[src/sv/tmc_pkg.sv]
// Package for the tempo map converter: constants, action codes and the search token.
// Used by every module of the block; it depends on nothing.
`timescale 1ns / 1ps

package tmc_pkg;

  // Number of tempo segment cells in the chain.
  localparam int MAX_SEGMENTS = 64;
  localparam int IDX_W = (MAX_SEGMENTS > 1) ? $clog2(MAX_SEGMENTS) : 1;

  // Fixed field widths.
  localparam int TPQ_W   = 16;
  localparam int COUNT_W = 7;
  localparam int ENTRY_W = 6;
  localparam int POS_W   = 32;
  localparam int TEMPO_W = 16;

  // 60 s/min * 64 (Q10.6 tempo) * 256 (Q24.8 ticks).
  localparam logic [31:0] SCALE_K = 32'd983040;

  // Action codes carried in tuser.
  typedef enum logic [1:0] {
    ACT_WRITE    = 2'd0,
    ACT_TICK2SEC = 2'd1,
    ACT_SEC2TICK = 2'd2,
    ACT_NONE     = 2'd3
  } action_t;

  // Configuration register indexes.
  localparam logic REG_TPQ   = 1'b0;
  localparam logic REG_COUNT = 1'b1;

  // Query token that walks the cell chain, carrying the best segment so far.
  typedef struct packed {
    logic                      valid;
    logic                      tick_to_sec;
    logic signed [POS_W-1:0]   qv;
    logic [POS_W-1:0]          key;
    logic [POS_W-1:0]          other;
    logic [TEMPO_W-1:0]        tempo;
  } tok_t;

endpackage

[src/sv/tmc_convert.sv]
// Linear conversion of a query against its segment: split multiply, serial divide,
// floor correction and saturation. Depends on tmc_pkg.
`timescale 1ns / 1ps

module tmc_convert
  import tmc_pkg::*;
(
  input  logic                clk,
  input  logic                rst,
  input  tok_t                tok,
  input  logic [TPQ_W-1:0]    tpq,
  output logic                done,
  output logic [POS_W-1:0]    result
);

  localparam int NUM_W = 66;

  typedef enum logic [2:0] {
    CV_IDLE, CV_PREP, CV_MUL_LO, CV_MUL_HI, CV_SUM, CV_DIV, CV_FIN, CV_SAT
  } cv_state_t;

  cv_state_t             state;
  logic                  tick2sec;
  logic signed [31:0]    qv;
  logic [31:0]           key;
  logic [31:0]           other;
  logic [15:0]           tempo;
  logic                  neg;
  logic [32:0]           mag;
  logic [31:0]           mul;
  logic [31:0]           div;
  logic [47:0]           plo;
  logic [48:0]           phi;
  logic [NUM_W-1:0]      num;
  logic [31:0]           rem;
  logic [6:0]            cnt;
  logic signed [67:0]    qs;

  logic signed [33:0]    d;
  logic [15:0]           tempo_eff;
  logic [31:0]           m;
  logic [32:0]           r2;
  logic                  ge;
  logic [NUM_W-1:0]      qadj;
  logic signed [67:0]    v;

  assign d         = 34'(signed'({qv[31], qv[31], qv})) - 34'(signed'({2'b00, key}));
  assign tempo_eff = (tempo == '0) ? 16'd1 : tempo;
  assign m         = 32'(tempo_eff) * 32'(tpq);

  // One restoring division step.
  assign r2 = {rem, num[NUM_W-1]};
  assign ge = r2 >= {1'b0, div};

  // Round toward minus infinity for a negative distance.
  assign qadj = num + NUM_W'(neg && (rem != '0));
  assign v    = 68'(signed'({36'd0, other})) + qs;

  always_ff @(posedge clk) begin
    if (rst) begin
      state <= CV_IDLE;
      done  <= 1'b0;
    end else begin
      done <= 1'b0;
      unique case (state)
        CV_IDLE: begin
          if (tok.valid) begin
            tick2sec <= tok.tick_to_sec;
            qv       <= tok.qv;
            key      <= tok.key;
            other    <= tok.other;
            tempo    <= tok.tempo;
            state    <= CV_PREP;
          end
        end
        CV_PREP: begin
          neg   <= d[33];
          mag   <= d[33] ? 33'(-d) : d[32:0];
          mul   <= tick2sec ? SCALE_K : m;
          div   <= tick2sec ? m : SCALE_K;
          state <= CV_MUL_LO;
        end
        CV_MUL_LO: begin
          plo   <= 48'(mag[15:0]) * 48'(mul);
          state <= CV_MUL_HI;
        end
        CV_MUL_HI: begin
          phi   <= 49'(mag[32:16]) * 49'(mul);
          state <= CV_SUM;
        end
        CV_SUM: begin
          num   <= NUM_W'({phi, 16'd0}) + NUM_W'(plo);
          rem   <= '0;
          cnt   <= '0;
          state <= CV_DIV;
        end
        CV_DIV: begin
          rem <= ge ? 32'(r2 - {1'b0, div}) : r2[31:0];
          num <= {num[NUM_W-2:0], ge};
          cnt <= cnt + 7'd1;
          if (cnt == 7'(NUM_W - 1)) begin
            state <= CV_FIN;
          end
        end
        CV_FIN: begin
          qs    <= neg ? -68'(signed'({2'b00, qadj})) : 68'(signed'({2'b00, qadj}));
          state <= CV_SAT;
        end
        CV_SAT: begin
          if (v > 68'sd2147483647) begin
            result <= 32'h7fff_ffff;
          end else if (v < -68'sd2147483648) begin
            result <= 32'h8000_0000;
          end else begin
            result <= v[31:0];
          end
          done  <= 1'b1;
          state <= CV_IDLE;
        end
        default: state <= CV_IDLE;
      endcase
    end
  end

endmodule

[config.mk]
export PLATFORM = sky130hd
export DESIGN_NAME = tmc_convert
export DESIGN_NICKNAME = d
export VERILOG_FILES = /design/src/sv/tmc_pkg.sv /design/src/sv/tmc_convert.sv
export SDC_FILE = /design/constraint.sdc
export NUM_CORES = 2
export LEC_CHECK = 0
export BUFFER_PORTS_ARGS = -buffer_cell sky130_fd_sc_hd__buf_2
export CAP_MARGIN = 0
export CORE_MARGIN = 2
export CORE_UTILIZATION = 25
export DETAILED_ROUTE_END_ITERATION = 16
export GPL_TIMING_DRIVEN = 1
export SKIP_CTS_REPAIR_TIMING = 1
export SYNTH_ARGS = -nofsm -noshare
export SYNTH_HDL_FRONTEND = slang
export SYNTH_SLANG_ARGS = --single-unit
[constraint.sdc]
create_clock -name clk -period 9.8 [get_ports clk]
set_input_delay 1.96 -clock clk [delete_from_list [all_inputs] [get_ports clk]]
set_output_delay 1.96 -clock clk [all_outputs]
set_load 0.005 [all_outputs]
==> out/qor.csv <==
metric,value,unit
outcome,"complete, no violations",
Port Buf Inserts,164,
Setup crit start kind,flop,
GRT Total Usage,12.7,%
Finished Cell Area,78400,um2
Worst slew margin,19.0,%
GRT Residual Overflow,0,
antenna violations before repair,10,
final WL,181000,um
"most common cell after layout, fill and taps aside",inv_1,
Post-DP Area,76300,um2
final-report max-slew violation count,0,
Site Rows,195,
# setup viols final,0,
clock sinks,517,
nets,9370,
Worst Hold Class,reg -> reg,
Synth top area share,30.0,%
post-synth top area cell,fa_1,
1st-iter DRT viols,3469,
TritonCTS clock tree,done,
TNS Setup,0,ps
R2R Setup Slk,1550,ps
Final period util,84.2,%
asr flop ratio synth,0,%
largest net degree at the start of global routing,82,
register area share after synthesis,21.8,%
CTS Buf Count,61,
"Distinct cells, synth",94,
Worst-Skew Late Latency,730,ps
Die X,537,um
synthesized cell area,71100,um2
crit-path max FO,19,
IO Pins,165,
Max-Cap Viols,0,
non-filler cells in the finished layout,11483,
Root Buffer,clkbuf_16,
syn_nets,9348,
Setup crit end kind,flop,
hold slack,520,ps
register bit total from synthesis,517,
synth-to-layout area growth,10.3,%
critical path arrival,8690,ps
residual DRC count,0,
"EDFF count, synth",513,
H-tree levels,2,
Max Freq,121,MHz
GP Congestion,0.872,
Final min period,8250,ps
Layout Skew,45.1,ps
via count,51501,
drt pass-1 iters,5,
DR vias/cell,4.48,
Post-DRT Antenna Nets,0,
Multi-input gate area,49100,um2
Filler Cells Inserted,30119,
share of cells above drive strength 1,5.89,%
Syn. warnings,0,
DR WL/cell,15.8,um
Max Root-Sink Buffers,3,
"Reg clk slew, reported paths",70,ps
final hold vios,0,
Post-Syn Instances,7665,
Die ar.,289000,um2
kind of critical path,reg -> reg,
WP data required,10230,ps
Core ar.,283000,um2
Die Ht,537,um
Reg area,15500,um2
syn_area_per_cell,9.28,um2
vias in the first global route,52497,
Worst-Margin Slew,1210,ps
placed cells,11367,
dominant synthesized flop cell,edfxtp_1,
half-perimeter wire length after placement,145000,um
initial core utilization,25.2,%
unrepaired setup endpoints after global routing,no,
most frequent cells in the layout,"1,398 x inv_1, 1,214 x nand2_1, 1,065 x fa_1, 513 x edfxtp_1, 486 x ha_1",
Synth area leaders,"fa_1 30%, edfxtp_1 22%, ha_1 8.6%",
first-pass GRT wire length,294000,um
-- path summary, 6_finish.rpt --
check | startpoint | endpoint | cells after the start
worst max-delay path | mul[6]$_SDFFCE_PP0P_ | plo[41]$_DFFE_PP_ | 23
worst min-delay path | plo[3]$_DFFE_PP_ | num[3]$_DFFE_PP_ | 2
worst max register to register | mul[6]$_SDFFCE_PP0P_ | plo[41]$_DFFE_PP_ | 23
worst min register to register | plo[3]$_DFFE_PP_ | num[3]$_DFFE_PP_ | 2
-- critical path, cell delays in order, from the launching register on --
cell,delay (ps)
edfxtp_1,870
buf_4,400
and2_1,210
fa_1,430
fa_1,520
fa_1,520
fa_1,510
fa_1,550
inv_1,50
fa_1,530
inv_1,50
ha_1,380
o21a_1,210
o21ai_0,130
nand2b_1,70
a21oi_1,240
nor2_1,80
a21oi_1,580
o21ai_0,320
a31oi_1,330
o21ai_0,250
a21o_1,230
a21oi_1,180
xnor2_1,330
-- synth_stat cells (all sizes together), types with 7 or more instances --
cell type / count
clkbuf: 302
mux2i: 7
a2111oi: 15
and4: 11
o21ai: 220
nor3b: 8
o31ai: 30
buf: 27
and3: 62
ha: 486
o21bai: 34
o41ai: 11
a21oi: 251
a21o: 119
nand2b: 43
nand4: 58
nor4: 35
o31a: 10
and2: 477
edfxtp: 513
o22ai: 8
o21a: 41
fa: 1065
or2: 19
nand3: 116
inv: 1398
nor3: 77
a31oi: 43
o311ai: 7
a21boi: 7
nor2: 284
a211oi: 39
nand2: 1219
or4: 9
nor2b: 36
a211o: 8
xor2: 160
xnor2: 259
o211ai: 17
or3: 23
nand4b: 9
-- layout make-up --
| type | count | area share [%] |
|---|---|---|
| multi-input cells | 5420 | 62.6 |
| clock buffers | 67 | 1.97 |
| inverters | 1399 | 6.69 |
| repair buffers | 288 | 2.27 |
| clock inverters | 48 | 0.707 |
| diodes | 1 | 0.00319 |
| flip-flops and latches | 517 | 19.7 |
| well taps | 3743 | 5.97 |
-- cells by family after synthesis --
| group | count (synthesis) | synth area share, % |
|---|---|---|
| DFF | 517 | 21.8 |
| AOI/OAI and AO/OA | 925 | 8.32 |
| adders and majority gates | 1551 | 38.5 |
| muxes | 12 | 0.178 |
| buffers and inverters | 1728 | 9.19 |
| xor gates and xnor gates | 419 | 5.16 |
| and+or+nand+nor | 2513 | 16.8 |
-- layer usage --
metal | global-route usage (%) | share of wire [%] | up-vias
met3 | 2.68 | 7.7 | 203
met2 | 19.3 | 43 | 1477
li1 | - | - | 24344
met5 | 0 | 0.032 | -
met4 | 3.27 | 2.6 | 10
met1 | 18.2 | 47 | 25467
-- through the flow --
step	utilization, %	setup slack (ps)
after floorplan	-	1610
after global placement	27.0	1160
after detailed placement	27.0	1190
after CTS	27.8	1620
after global routing	27.8	967
final	27.8	1550
-- flip-flops by register name, indices dropped and copies added (netlist names) --
register  count
qv           32
key          32
mul          32
num          66
state         3
rem          32
cnt           7
qs           68
tick2sec      1
other        32
plo          48
div          32
neg           1
mag          33
tempo        16
done          1
phi          49
result       32
Power is left out: the tool's default activity adds up to more than one toggle a clock period on the data nets, which glitch-free logic cannot reach.
